File: config.mk
export PLATFORM = sky130hd
export DESIGN_NAME = rsdt_front
export DESIGN_NICKNAME = d
export VERILOG_FILES = /design/src/design/rsdt_pkg.sv /design/src/design/rsdt_front.sv
export SDC_FILE = /design/constraint.sdc
export NUM_CORES = 1
export LEC_CHECK = 0
export BUFFER_PORTS_ARGS = -buffer_cell sky130_fd_sc_hd__buf_2
export CAP_MARGIN = 20
export CORE_MARGIN = 8
export CORE_UTILIZATION = 51
export DETAILED_ROUTE_END_ITERATION = 10
export PLACE_DENSITY = 0.82
export SETUP_SLACK_MARGIN = 0.3
export SLEW_MARGIN = 20
export SYNTH_ARGS = -nofsm -noshare
export SYNTH_HDL_FRONTEND = slang
export SYNTH_SLANG_ARGS = --single-unit
File: constraint.sdc
create_clock -name vclk -period 9.3
set_clock_uncertainty 0.05 [all_clocks]
set_input_delay 1.86 -clock vclk [all_inputs]
set_output_delay 1.86 -clock vclk [all_outputs]
set_load 0.02 [all_outputs]
File: src/design/rsdt_pkg.sv
// ----------------------------------------------------------------------------
// rsdt_pkg
// Shared types and constants for the spike distance term datapath.
// ----------------------------------------------------------------------------
package rsdt_pkg;

    localparam int TIME_WIDTH  = 32;
    localparam int FRAC_BITS   = 16;
    // L and R in half-LSB units
    localparam int X_W         = TIME_WIDTH + 2;
    localparam int NUM_W       = TIME_WIDTH + 1;
    localparam int E_W         = $clog2(X_W);
    localparam int LOG_FRAC    = 32;
    localparam int LOG_LAT     = LOG_FRAC + 1;
    localparam int LOG_OFFSET  = FRAC_BITS + 1;
    localparam int POST_SHIFT  = 34 - FRAC_BITS;
    localparam int QUEUE_DEPTH = 4;
    localparam logic [31:0] LN2_Q32 = 32'hB172_17F8;

    typedef enum logic [1:0] {
        ST_OK       = 2'd0,
        ST_EQUAL    = 2'd1,
        ST_NEG_ARG  = 2'd2,
        ST_ZERO_LEN = 2'd3
    } status_t;

    typedef struct packed {
        logic [TIME_WIDTH-1:0] spike_time_a;
        logic [TIME_WIDTH-1:0] spike_time_b;
        logic [TIME_WIDTH-1:0] neighbor_dist_a;
        logic [TIME_WIDTH-1:0] neighbor_dist_b;
        logic [TIME_WIDTH-1:0] interval_end;
        logic [TIME_WIDTH-1:0] interval_length;
    } in_t;

    typedef struct packed {
        logic [TIME_WIDTH-1:0] distance_term;
        status_t               status;
    } out_t;

    // classified request handed from front to back
    typedef struct packed {
        status_t               status;
        logic [X_W-1:0]        l2;
        logic [X_W-1:0]        r2;
        logic [NUM_W-1:0]      num;
        logic [TIME_WIDTH-1:0] len;
    } work_t;

endpackage

File: src/design/rsdt_front.sv
// ----------------------------------------------------------------------------
// rsdt_front
// Classify a request: special cases, log arguments and the numerator.
// ----------------------------------------------------------------------------
module rsdt_front import rsdt_pkg::*; (
    input  in_t   req,
    output work_t work
);

    logic signed [X_W+1:0] l2_s;
    logic signed [X_W+1:0] r2_s;
    logic                  a_early;

    always_comb begin
        l2_s = $signed({3'b000, req.interval_end, 1'b0})
             - $signed({4'b0000, req.spike_time_a})
             - $signed({4'b0000, req.spike_time_b});
        r2_s = l2_s - $signed({3'b000, req.interval_length, 1'b0});
        a_early = req.spike_time_a < req.spike_time_b;

        if (req.spike_time_a == req.spike_time_b) begin
            work.status = ST_EQUAL;
        end else if (req.interval_length == '0) begin
            work.status = ST_ZERO_LEN;
        end else if (l2_s[X_W+1] || r2_s[X_W+1]) begin
            work.status = ST_NEG_ARG;
        end else begin
            work.status = ST_OK;
        end

        work.l2  = l2_s[X_W-1:0];
        work.r2  = r2_s[X_W-1:0];
        work.len = req.interval_length;
        if (a_early) begin
            work.num = NUM_W'(req.spike_time_b) - NUM_W'(req.spike_time_a)
                     + NUM_W'(req.neighbor_dist_a);
        end else begin
            work.num = NUM_W'(req.spike_time_a) - NUM_W'(req.spike_time_b)
                     + NUM_W'(req.neighbor_dist_b);
        end
    end

endmodule

# == After elaboration in Yosys (flattened, before gate mapping) ==
# Cells that the tools add are included.
# op_classes
n_mul,0
bitwise,0
shifts,0
n_addsub,7
mux,4
div_mod_pow,0
n_reduce_logical,2
order_cmp,1
n_eq_ne,1
# ops
op,count
$add A33 B32 Y33,2
$sub A32 B32 Y33,2
$sub A35 B34 Y36,1
$sub A34 B33 Y35,1
$sub A33 B32 Y34,1
$mux W33,1
$eq A32 B32 Y1,1
$logic_not A32 Y1,1
$lt A32 B32 Y1,1
$mux W2,3
$logic_or A1 B1 Y1,1
# word_totals
latchBits,0
ram_bits,0
romBits,0
mem_count,0
regBits,0
inputBits,192

# == Longest topological paths before layout ==
# depth
depth_word,7
ltp_mapped,33
depth_no_buf,33

# == Worst setup path before layout ==
# Ideal clock, no wire load.
# synth_timing
path_kind,in2out
startpoint,input req[161] (netlist bit)
endpoint,output work[134] (netlist bit)
t_required_ns,7.390
path_stages,31
arrival_ns,7.684
n_path_buf,1
slack_ns,-0.294
cell_sequence,inv_1 fa_1 a211oi_1 o21ai_1 a21oi_1 nor2b_1 o21a_1 o21ai_0 nand2b_1 a21oi_1 xnor2_1 ha_1 a21oi_1 o21ai_0 a211o_1 a31oi_1 o21bai_1 a21oi_1 xnor2_1 ha_1 clkbuf_1 a21o_1 a21o_1 a21oi_1 o21a_1 a31oi_2 nand4_1 a41oi_1 a41oi_1 a2111oi_0 a31oi_1
# synth_rtl
element,line_no,text
start: declaration,rsdt_front.sv:6,"input in_t req,"
end: declaration,rsdt_front.sv:7,output work_t work

==> reports/metrics.yaml <==
rsz0062_at_grt: "true"
p_sw_share_pct: 56.6
fmaxAchievable_mhz: 104
cp-start-kind: "input port"
grt_pass1_vias: 12500
firstDrtPassIters: 5
cpMostUsedCell: "buf_4"
p_leak_nw: 8.17
worstSetupEndpointType: "output pin"
crit_type: "in2out"
die_w_um: 165
slew_viol_final: 0
seq_area_um2: 0
fp.coreArea_um2: 21900
finalHoldViolations: 0
arrival_ns: 7.69
nFillCells: 1885
worst_slack_ns: -0.296
pwr-share-comb_pct: 100.0
tightest_slew_ns: 0.875
p_per_area_nw_per_um2: 228
syn-cell-area_um2: 11400
antenna_found_initial: 9
nClkBuffers: 0
cpLargestDelayFamily: "compound AO/OA/AOI/OAI gates"
crit_path_max_incr_delay_ns: 0.36
drtIter0Drc: 1160
route.final.wire_length_um: 41100
design.seq.count: 0
num_rows: 54
post_dp_cell_area_um2: 13800
grt_pass1_wl_um: 62400
synth_area_leaders: "ha_1, fa_1, inv_1"
syn_nets: 2051
peakVddDrop_uv: 166
post-place-cells: 2239
grt_max_degree: 57
syn_inst: 1601
dieArea_um2: 27400
cp.buffers_inverters: 8
cap_violations: 0
violations: "setup timing"
drc: 0
fin_total_pwr_w: 0.00340
cts_hold_buf: 0
avgSynthCellArea_um2: 7.11
hold_class: "in2out"
slowest_stage: "a2111oi_4"
grt_overflow: 0
p_switching_w: 0.00192
via_per_inst: 5.58
nNetsFinal: 2468
synthToLayoutAreaGrowth_pct: 30.7
ant_nets: 0
multi_input_area_um2: 10500
place_ws_ns: -0.159
setup_viol: 11
detailroute.via_count: 12900
status: "complete, but fails checks"
critPathRequiredTime_ns: 7.39
layout-drive-gt1-share_pct: 28.8
internal_power_w: 0.00147
cp_max_fo: 3
synth_top_cell_by_area: "ha_1"
netlist-cell-type-count: 71
port_buffers: 327
synth_warnings: 0
seqPwrFrac_pct: 0
dpl.hpwl_um: 34900
grt_usage_pct: 28.0
fin_crit_ns: 9.60
pwr-share-clk_pct: 0
yosysSeqAreaShare_pct: 0
initial_core_util_pct: 52.0
gp_congestion: 0.960
die_h_um: 165
slew_headroom_pct: 41.1
wl_per_cell_um: 17.9
netlist.area_leader.share_pct: 21.0
finalCritPeriodShare_pct: 103
finalNonFillerCells: 2305
io_pins: 327
final_design_area_no_fill_um2: 14900
==> cell families (layout without fill, tap and decap cells) <==
group / after synthesis / count (layout) / share of synthesized area [%]
compound gates: 473 / 473 / 27.1
xor+xnor: 135 / 135 / 10.4
fa+ha+maj: 258 / 258 / 32.8
buf+inv: 374 / 789 / 13.4
mux: 15 / 15 / 1.34
other cells: 0 / 9 / 0
simple gates: 346 / 346 / 15.0
==> cell usage in the layout, fill, tap and decap left out, types with 10 or more instances in the layout <==
cell type	n
o21ai_0	63
a21o_1	69
xnor2_2	12
o21bai_1	20
buf_4	129
o21ai_2	10
nor3_1	20
nor2b_1	21
inv_1	324
nand4_1	19
o211ai_1	15
nand2b_1	24
xor2_1	39
a211oi_1	19
and3_1	11
nor4_1	12
mux2i_1	13
o21a_1	27
a21oi_1	127
buf_6	22
nand3_1	29
nor2_1	80
nand2_1	79
fa_1	66
xnor2_1	82
ha_1	181
buf_2	309
o31ai_1	10
a21oi_2	23
==> cell type report <==
cell class                 instances  area share [%]
antenna                            9           0.151
inverter                         328            8.32
multi-input combinational       1227            70.5
tap                              280            2.35
timing repair buffer             461            18.7
==> cell usage after synthesis, drive strengths merged, types with 12 or more instances <==
master / instances
o21bai: 20
o211ai: 15
o21ai: 83
mux2i: 13
a21o: 69
xnor2: 94
and3: 12
nand2: 83
nand2b: 24
nand3: 31
nor2b: 24
nor4: 14
o21a: 27
nor3: 23
ha: 191
nand4: 19
xor2: 41
clkbuf: 12
buf: 34
inv: 328
a211oi: 23
a31oi: 14
nor2: 85
fa: 67
a21oi: 152
==> layer usage <==
layer,wire length (um),global-route usage (%)
met1,18000,37.6
met2,19700,48.2
met3,2230,1.17
met4,1160,7.35
met5,0,0
==> power by group through the flow <==
stage / sequential [W] / clock (W) / combinational [W]
after floorplan: 0 / 0 / 0.00202
after global placement: 0 / 0 / 0.00286
after detailed placement: 0 / 0 / 0.00290
after CTS: 0 / 0 / 0.00309
after global routing: 0 / 0.000000000130 / 0.00365
final: 0 / 0.000000000130 / 0.00340
==> path summary, 6_finish.rpt <==
kind	from	endpoint	slack [ns]	depth (start not counted)
setup / recovery	req[161]	work[134]	-0.30	34
hold / removal	req[18]	work[18]	3.92	2
==> through the flow <==
stage / setup TNS (ns) / util [%] / hold slack, ns
2_1_floorplan: 0 / - / 3.78
3_3_place_gp: -0.0222 / 63.2 / 3.92
3_5_place_dp: -0.218 / 63.2 / 3.92
4_1_cts: 0 / 65.9 / 3.92
5_1_grt: -4.06 / 68.0 / 3.93
6_report: -1.43 / 68.0 / 3.92
==> what timing repair did <==
item | 4_1_cts | 5_1_grt
setup endpoints to repair | 13 | 18
gates resized for setup | 71 | 76
buffers inserted | 37 | 20
pin swaps | 51 | 51
endpoints found under the hold margin | 0 | 0
gates cloned | 0 | 0
(Power assumes the default switching activity.)
