===== src/design/rsdt_pkg.sv =====
// ----------------------------------------------------------------------------
// rsdt_pkg
// Shared types and constants for the spike distance term datapath.
// ----------------------------------------------------------------------------
package rsdt_pkg;

    localparam int TIME_WIDTH  = 32;
    localparam int FRAC_BITS   = 16;
    // L and R in half-LSB units
    localparam int X_W         = TIME_WIDTH + 2;
    localparam int NUM_W       = TIME_WIDTH + 1;
    localparam int E_W         = $clog2(X_W);
    localparam int LOG_FRAC    = 32;
    localparam int LOG_LAT     = LOG_FRAC + 1;
    localparam int LOG_OFFSET  = FRAC_BITS + 1;
    localparam int POST_SHIFT  = 34 - FRAC_BITS;
    localparam int QUEUE_DEPTH = 4;
    localparam logic [31:0] LN2_Q32 = 32'hB172_17F8;

    typedef enum logic [1:0] {
        ST_OK       = 2'd0,
        ST_EQUAL    = 2'd1,
        ST_NEG_ARG  = 2'd2,
        ST_ZERO_LEN = 2'd3
    } status_t;

    typedef struct packed {
        logic [TIME_WIDTH-1:0] spike_time_a;
        logic [TIME_WIDTH-1:0] spike_time_b;
        logic [TIME_WIDTH-1:0] neighbor_dist_a;
        logic [TIME_WIDTH-1:0] neighbor_dist_b;
        logic [TIME_WIDTH-1:0] interval_end;
        logic [TIME_WIDTH-1:0] interval_length;
    } in_t;

    typedef struct packed {
        logic [TIME_WIDTH-1:0] distance_term;
        status_t               status;
    } out_t;

    // classified request handed from front to back
    typedef struct packed {
        status_t               status;
        logic [X_W-1:0]        l2;
        logic [X_W-1:0]        r2;
        logic [NUM_W-1:0]      num;
        logic [TIME_WIDTH-1:0] len;
    } work_t;

endpackage


===== src/design/rsdt_queue.sv =====
// ----------------------------------------------------------------------------
// rsdt_queue
// Short FIFO that decouples the front from the back pipeline.
// ----------------------------------------------------------------------------
module rsdt_queue import rsdt_pkg::*; (
    input  logic  aclk,
    input  logic  aresetn,
    input  logic  push,
    input  work_t push_item,
    output logic  full,
    output logic  q_valid,
    output work_t q_item,
    input  logic  pop
);

    localparam int PTR_W = $clog2(QUEUE_DEPTH);

    work_t            mem [QUEUE_DEPTH];
    logic [PTR_W-1:0] wr_ptr_reg, wr_ptr_next;
    logic [PTR_W-1:0] rd_ptr_reg, rd_ptr_next;
    logic [PTR_W:0]   cnt_reg, cnt_next;

    always_comb begin
        wr_ptr_next = push ? wr_ptr_reg + 1'b1 : wr_ptr_reg;
        rd_ptr_next = pop  ? rd_ptr_reg + 1'b1 : rd_ptr_reg;
        cnt_next    = cnt_reg + (PTR_W+1)'(push) - (PTR_W+1)'(pop);
    end

    always_ff @(posedge aclk) begin
        if (!aresetn) begin
            wr_ptr_reg <= '0;
            rd_ptr_reg <= '0;
            cnt_reg    <= '0;
        end else begin
            wr_ptr_reg <= wr_ptr_next;
            rd_ptr_reg <= rd_ptr_next;
            cnt_reg    <= cnt_next;
        end
    end

    always_ff @(posedge aclk) begin
        if (push) begin
            mem[wr_ptr_reg] <= push_item;
        end
    end

    assign full    = cnt_reg == (PTR_W+1)'(QUEUE_DEPTH);
    assign q_valid = cnt_reg != '0;
    assign q_item  = mem[rd_ptr_reg];

endmodule


===== config.mk =====
export PLATFORM = sky130hd
export DESIGN_NAME = rsdt_queue
export DESIGN_NICKNAME = d
export VERILOG_FILES = /design/src/design/rsdt_pkg.sv /design/src/design/rsdt_queue.sv
export SDC_FILE = /design/constraint.sdc
export NUM_CORES = 1
export LEC_CHECK = 0
export ABC_AREA = 1
export ABC_CLOCK_PERIOD_IN_PS = 4400
export BUFFER_PORTS_ARGS = -buffer_cell sky130_fd_sc_hd__buf_2
export CORE_UTILIZATION = 40
export CTS_BUF_LIST = sky130_fd_sc_hd__clkbuf_8
export DETAILED_ROUTE_END_ITERATION = 7
export GPL_TIMING_DRIVEN = 0
export HOLD_SLACK_MARGIN = 0.02
export SLEW_MARGIN = 25
export SYNTH_ARGS = -nofsm -noshare
export SYNTH_HDL_FRONTEND = slang
export SYNTH_SLANG_ARGS = --single-unit

===== constraint.sdc =====
create_clock -name aclk -period 4.4 [get_ports aclk]
set_input_delay 0.22 -clock aclk [delete_from_list [all_inputs] [get_ports aclk]]
set_output_delay 0.22 -clock aclk [all_outputs]
set_load 0.01 [all_outputs]

### After elaboration in Yosys (flattened, before gate mapping)

Memory sizes are Yosys's and may differ from the RTL's. A register that Yosys moved wholly into a read port is not among the register bits.
Cells that the tools add are included.

* RAM bits: 540
* memories: 1
* logic and storage cells: 14
* register bits after elaboration: 7
* output and inout port bits: 137
* input port bits: 139

* $add $sub $neg: 4
* reduce and logical (&&, ||, !) cells: 1
* equal/unequal tests: 1
* multiplexer cells: 4

Memories
* mem: depth 4, width 135, rd ports 1, clocked after memory_dff 1, write ports 1, line rsdt_queue.sv:18 `work_t mem [QUEUE_DEPTH];`

Operators with widths (count)
* $add 2x1->2 const B: 2
* $mux 2: 2
* $add 3x1->3: 1
* $eq 3x3->1 const B: 1
* $reduce_bool 3->1: 1
* $sub 3x1->3: 1
* $mux 1: 2

### Logic depth before layout (Yosys ltp)

Gate-level depths: netlist of the first run.

* word-level depth: 3
* depth in mapped cells: 8
* gate-level depth less buffers: 8

### Least setup slack after synthesis of the first run

Ideal clock, no wire load.

* path type: register -> register
* start point: register wr_ptr_reg[0]
* end point: memory mem[2][0] (netlist bit), enable pin
* path slack: 725 ps
* required time: 3912 ps
* clock period less this slack: 3675 ps
* path buffers: 0
* arrival: 3187 ps
* stages on the path, launching flop included: 5
* setup time: 488 ps
* cell sequence: dfxtp_1 -> inv_1 -> ha_1 -> nand2_1 -> inv_1

RTL lines
* from (decl): line rsdt_queue.sv:19 `logic [PTR_W-1:0] wr_ptr_reg, wr_ptr_next;`
* from (signal assigned): line rsdt_queue.sv:35 `wr_ptr_reg <= wr_ptr_next;`
* to (decl): line rsdt_queue.sv:18

No word-level cell before the write port.

==> results.sh, run 1 <==
export IMPL_rr_worst_depth=5
export IMPL_largest_reg_flops=540
export IMPL_fp_dieArea_um2=55210
export IMPL_cp_max_fo=10
export IMPL_synth_top_area_share_pct=74.70
export IMPL_tns_ns=0
export IMPL_vias=14110
export IMPL_finalCritPeriodShare_pct=55.07
export IMPL_synth_common_cells="edfxtp_1, inv_1, nand2_1, o211ai_1, a21oi_1"
export IMPL_cp_required_ns=4.18
export IMPL_worstSkewPairLatency_ns=0.65
export IMPL_routabilityCongestion=0.7955
export IMPL_synth_area_um2=21710
export IMPL_hp_class="in2reg"
export IMPL_cts_clk_slew_worst_paths_ns=0.06
export IMPL_r2r_slack_ns=2.40
export IMPL_root_buffer="clkbuf_8"
export IMPL_avgSynthCellArea_um2=13.32
export IMPL_end_kind="output port"
export IMPL_max_freq_ghz=0.4127
export IMPL_vias_per_cell=4.853
export IMPL_timing_rr_end="mem[1][26]"
export IMPL_cts_buffer_depth=3
export IMPL_portBuffers=275
export IMPL_clock_sink_count=549
export IMPL_layoutNonFillerInstCount=2907
export IMPL_dp_hpwl_mm=31.83
export IMPL_slew_viol_final=0
export IMPL_min_to="mem[1][130]"
export IMPL_hold_start="push_item[130]"
export IMPL_whs_ns=0.3131
export IMPL_r2r_start="wr_ptr_reg[1]"
export IMPL_die_x_um=235.0
export IMPL_synth_fp_nets=1776
export IMPL_powerDensity_nw_per_um2=422.7
export IMPL_cts_tree="built"
export IMPL_synth_seq_cells=549
export IMPL_maxCapViolCount=0
export IMPL_firstDrtPassIters=5
export IMPL_grt_max_degree=72
export IMPL_area_growth_pct=25.37
export IMPL_grt_overflow_total=0
export IMPL_hold_violations=0
export IMPL_fin_crit_ns=2.423
export IMPL_pre_cts_slack_ns=2.377
export IMPL_postSynth_asyncResetShare_pct=0
export IMPL_fin_util_pct=50.67
export IMPL_synth_most_common_cell="edfxtp_1"
export IMPL_synth_cell_types=18
export IMPL_setup_violations=0
export IMPL_yosysSeqAreaShare_pct=75.53
export IMPL_synth_ff_type="edfxtp_1"
export IMPL_synth_edff_count=540
export IMPL_drtIter0Drc=807
export IMPL_p_total_mw=11.50
export IMPL_num_io_pins=276
export IMPL_critPathLaunchType="flop"
export IMPL_max_slew_margin_pct=57.22
export IMPL_synth_largest_area_cell="edfxtp_1"
export IMPL_synth_area_top_cells="edfxtp_1, inv_1, nand2_1"
export IMPL_place_area_um2=24150
export IMPL_rsz0062_at_grt="false"
export IMPL_final_nets=2289
export IMPL_outcome="complete, no violations"
export IMPL_criticalPathCategory="reg2out"
export IMPL_cts_htree_levels=3
export IMPL_worstMarginPinSlew_ns=0.6417
export IMPL_final_area_um2=27220
export IMPL_cts_buffers=91
export IMPL_core_area_um2=53710
export IMPL_multi_input_area_um2=3616
export IMPL_wl_per_cell_um=18.52
export IMPL_yosys_warnings=0
export IMPL_rows=85
export IMPL_synthCells=1630
export IMPL_whs_path_depth=2
export IMPL_crit_arrival_ns=2.20
export IMPL_fin_skew_ns=0.01683
export IMPL_p_leak_nw=10.88
export IMPL_irDropWorstVdd_uv=270.3
export IMPL_regArea_um2=16400
export IMPL_wl_mm=53.85
export IMPL_grt_pass1_vias=14330
export IMPL_grt_usage_pct=19.55
export IMPL_drive_gt1_share_pct=22.04
export IMPL_drc=0
export IMPL_grt_first_pass_wirelength_mm=82.24
export IMPL_die_h_um=235.0
export IMPL_postRouteAntennaNets=0
export IMPL_start_util_pct=40.42
export IMPL_place_inst=2607
export IMPL_fillCellCount=4639
export IMPL_grt_antenna_before_repair=4
export IMPL_setup_ws_ns=1.977
-- critical path, stage by stage, from the launching register on --
cell      delay, ns
dfxtp_1        0.30
buf_4          0.20
buf_4          0.31
buf_2          0.30
o211ai_1       0.13
nand2_1        0.14
buf_2          0.15
-- routing by layer --
| metal | wire, um | vias up | GRT usage (%) | part of all wire, % |
|---|---|---|---|---|
| li1 | - | 6739 | - | - |
| met1 | 23350 | 6879 | 25.53 | 43 |
| met2 | 26080 | 423 | 32.36 | 48 |
| met3 | 3523 | 63 | 4.406 | 6.5 |
| met4 | 871 | 4 | 6.300 | 1.6 |
| met5 | 23 | - | 0 | 0.043 |
-- report_power, final --
| part | total (mW) | switching, mW | internal (mW) | leakage, nW |
|---|---|---|---|---|
| combinational | 1.33 | 0.840 | 0.490 | 4.88 |
| clock | 4.14 | 1.93 | 2.21 | 0.972 |
| sequential | 6.03 | 0.0482 | 5.99 | 5.03 |
| total | 11.5 | 2.82 | 8.68 | 10.9 |
-- area by class of cell --
class | count | share of cell area [%]
flip-flops and latches | 549 | 60.24
multi-input cells | 706 | 13.29
repair buffers | 420 | 10.78
clock buffers | 98 | 4.956
inverters | 285 | 4.041
well taps | 696 | 3.200
plain buffers | 90 | 2.303
clock inverters | 62 | 1.186
diodes | 1 | 0.009195
-- what timing repair did --
action	4_1_cts	5_1_grt
endpoints found under the hold margin	549	0
hold buffers	139	0
resized for setup	0	0
setup buffers	0	0
-- kinds of logic after synthesis --
group | share of synthesized area (%)
AND/OR/NAND/NOR | 4.922
flip-flops | 75.53
adder cells (fa/ha/maj) | 0.4380
buffers and inverters | 7.816
AO/OA/AOI/OAI | 11.30
-- how the worst max path moves through the flow --
stage / to / slack (ns) / cells past startpoint
after floorplan: mem[2][0] / 0.72 / 4
after global placement: mem[1][89] / -1.68 / 4
after detailed placement: mem[1][91] / 2.38 / 5
after CTS: q_item[132] / 1.86 / 6
after global routing: q_item[47] / 1.81 / 6
final: q_item[120] / 1.98 / 6
-- layout by cell type, fill, tap and decap left out --
cell type	n
buf_16	6
inv_1	313
buf_4	11
o211ai_1	135
clkinvlp_4	1
bufinv_16	3
ha_1	6
a21oi_1	131
diode_2	1
a21oi_2	10
buf_6	25
o21ai_1	105
clkinv_1	20
fa_1	1
buf_2	321
nand3_1	2
inv_8	4
o21ai_0	34
nand2_1	280
nor2_1	2
dfxtp_1	9
clkbuf_8	98
dlygate4sd3_1	139
clkbuf_2	2
clkinv_2	6
clkbuf_1	6
edfxtp_1	540
No activity file was read; power rests on OpenSTA's default activity.
==> run 2: changes to the inputs <==
--- a/config.mk
+++ b/config.mk
@@ -5,8 +5,8 @@
 export SDC_FILE = /design/constraint.sdc
 export NUM_CORES = 1
 export LEC_CHECK = 0
-export ABC_AREA = 1
-export ABC_CLOCK_PERIOD_IN_PS = 4400
+export ABC_AREA = 0
+export ABC_CLOCK_PERIOD_IN_PS = 2300
 export BUFFER_PORTS_ARGS = -buffer_cell sky130_fd_sc_hd__buf_2
 export CORE_UTILIZATION = 40
 export CTS_BUF_LIST = sky130_fd_sc_hd__clkbuf_8
==> constraint.sdc (replaced) <==
create_clock -name aclk -period 2.3 [get_ports aclk]
set_input_delay 0.115 -clock aclk [delete_from_list [all_inputs] [get_ports aclk]]
set_output_delay 0.115 -clock aclk [all_outputs]
set_load 0.01 [all_outputs]
==> results.sh, run 2 <==
export IMPL_outcome="complete, no violations"
export IMPL_yosys_warnings=0
export IMPL_drive_gt1_share_pct=43.20
export IMPL_place_inst=1699
export IMPL_largest_reg_flops=540
export IMPL_wl_met3_mm=2.967
export IMPL_hold_violations=0
export IMPL_yosysSeqAreaShare_pct=82.44
export IMPL_slowest_stage="mux4_2"
export IMPL_synth_fp_nets=894
export IMPL_root_buffer="clkbuf_8"
export IMPL_criticalPathCategory="reg2out"
export IMPL_cp_required_ns=2.18
export IMPL_synth_most_common_cell="edfxtp_1"
export IMPL_synth_cell_types=21
export IMPL_maxCapViolCount=0
export IMPL_p_leak_nw=9.026
export IMPL_num_io_pins=276
export IMPL_setup_ws_ns=0.01927
export IMPL_max_freq_ghz=0.4385
export IMPL_synth_area_top_cells="edfxtp_1, mux4_2, dfxtp_1"
export IMPL_synth_area_um2=19890
export IMPL_pre_cts_slack_ns=0.2422
export IMPL_max_stage_delay_ns=0.51
export IMPL_grt_first_pass_wirelength_mm=61.73
export IMPL_hp_class="in2reg"
export IMPL_grt_max_degree=42
export IMPL_area_growth_pct=31.18
export IMPL_cts_clk_slew_worst_paths_ns=0.06
export IMPL_cts_htree_levels=3
export IMPL_synth_largest_area_cell="edfxtp_1"
export IMPL_grt_usage_pct=16.38
export IMPL_p_total_mw=21.77
export IMPL_cts_buffers=89
export IMPL_synth_seq_cells=549
export IMPL_cts_tree="built"
export IMPL_seqPwrFrac_pct=53.3
export IMPL_netSwitchingFraction_pct=23.23
export IMPL_cp_max_fo=6
export IMPL_wl_met2_mm=20.27
export IMPL_portBuffers=275
export IMPL_die_h_um=225.0
export IMPL_fp_dieArea_um2=50620
export IMPL_firstDrtPassIters=6
export IMPL_start_util_pct=40.63
export IMPL_synth_top_area_share_pct=81.54
export IMPL_fin_crit_ns=2.281
export IMPL_wl_met1_mm=16.87
export IMPL_irDropWorstVdd_uv=579.6
export IMPL_clock_sink_count=549
export IMPL_layout_commonest_cell="edfxtp_1"
export IMPL_worstMarginPinSlew_ns=0.5079
export IMPL_fin_skew_ns=0.02912
export IMPL_slew_viol_final=0
export IMPL_grt_overflow_total=0
export IMPL_postSynth_asyncResetShare_pct=0
export IMPL_setup_violations=0
export IMPL_synth_ff_type="edfxtp_1"
export IMPL_clock_power_share_pct=34.2
export IMPL_dp_hpwl_mm=24.27
export IMPL_avgSynthCellArea_um2=26.59
export IMPL_powerDensity_nw_per_um2=834.4
export IMPL_drtIter0Drc=463
export IMPL_max_slew_margin_pct=66.14
export IMPL_drc=0
export IMPL_p_switching_mw=5.057
export IMPL_worstSkewPairLatency_ns=0.66
export IMPL_core_area_um2=48950
export IMPL_place_area_um2=22420
export IMPL_layoutNonFillerInstCount=2003
export IMPL_final_nets=1422
export IMPL_vias=9670
export IMPL_cts_buffer_depth=3
export IMPL_rr_worst_depth=5
export IMPL_intPower_mw=16.71
export IMPL_tns_ns=0
export IMPL_wl_mm=41.00
export IMPL_share_comb_of_total_power_pct=12.4
export IMPL_highest_layer="met5"
export IMPL_whs_ns=0.1999
export IMPL_synth_edff_count=540
export IMPL_die_x_um=225.0
export IMPL_finalCritPeriodShare_pct=99.16
export IMPL_rsz0062_at_grt="true"
export IMPL_rows=81
export IMPL_critPathLaunchType="flop"
export IMPL_end_kind="output port"
export IMPL_synthCells=748
export IMPL_synth_common_cells="edfxtp_1, mux4_2, buf_2, dfxtp_1"
export IMPL_crit_arrival_ns=2.17
export IMPL_grt_antenna_before_repair=2
export IMPL_fin_util_pct=53.30
export IMPL_final_cell_mix="edfxtp_1, buf_2, dlygate4sd3_1"
export IMPL_vias_per_cell=4.828
export IMPL_routabilityCongestion=0.6769
export IMPL_whs_path_depth=2
export IMPL_final_area_um2=26090
export IMPL_path_cells="buf_12, buf_16, clkbuf_16, mux4_2, buf_6"
export IMPL_grt_pass1_vias=10840
export IMPL_wl_per_cell_um=20.47
export IMPL_postRouteAntennaNets=0
run 2: area by class of cell:
class / count / area, um2
repair buffers: 437 / 3602
plain buffers: 30 / 381.6
inverters: 7 / 26.28
multi-input cells: 162 / 3288
well taps: 664 / 830.8
fillers: 3827 / 22860
clock inverters: 59 / 264.0
flip-flops and latches: 549 / 16400
clock buffers: 94 / 1294
diodes: 1 / 2.502
run 2: layer usage:
layer  vias up  GRT usage, %
met4         2         5.618
met5         -             0
li1       4317             -
met2       292         26.55
met1      4980         20.62
met3        79         5.528
run 2: cells by family (layout without fill, tap and decap cells):
family | count (synthesis) | after routing | synth area share (%)
AOI/OAI and AO/OA | 2 | 2 | 0.07547
xor gates and xnor gates | 3 | 3 | 0.2076
adders and majority gates | 7 | 7 | 0.4781
buffers and inverters | 37 | 627 | 1.076
DFF | 549 | 549 | 82.44
muxes | 136 | 136 | 15.34
other | 0 | 1 | 0
and+or+nand+nor | 14 | 14 | 0.3839
run 2: power by group through the flow:
stage	clock (mW)	combinational (mW)	sequential, mW
floorplan	0	1.24	11.8
global placement	0	2.12	11.8
detailed placement	0	2.22	11.8
CTS	7.71	2.62	11.6
global route	8.11	2.91	11.6
finish	7.45	2.71	11.6
run 2: worst max-delay path: cells and delay by family, from the launching register on:
kind	cells	cell delay, ns
DFF	1	0.36
buffers and inverters	4	0.63
muxes	1	0.51
run 2: path summary, 6_finish.rpt:
| kind | from | end | slack, ns |
|---|---|---|---|
| min reg2reg | rd_ptr_reg[1] | rd_ptr_reg[1] | 0.56 |
| max | flop | q_item[111] | 0.02 |
| max reg2reg | wr_ptr_reg[0] | mem[0][115] | 0.25 |
| min | push_item[99] | mem[3][99] | 0.20 |
run 2: repair_timing:
item / in CTS / in global routing
resized for setup: 77 / 42
gates cloned: 3 / 6
hold endpoints to repair: 549 / 0
buffers inserted: 3 / 0
setup endpoints to repair: 135 / 133
hold buffers: 139 / 0
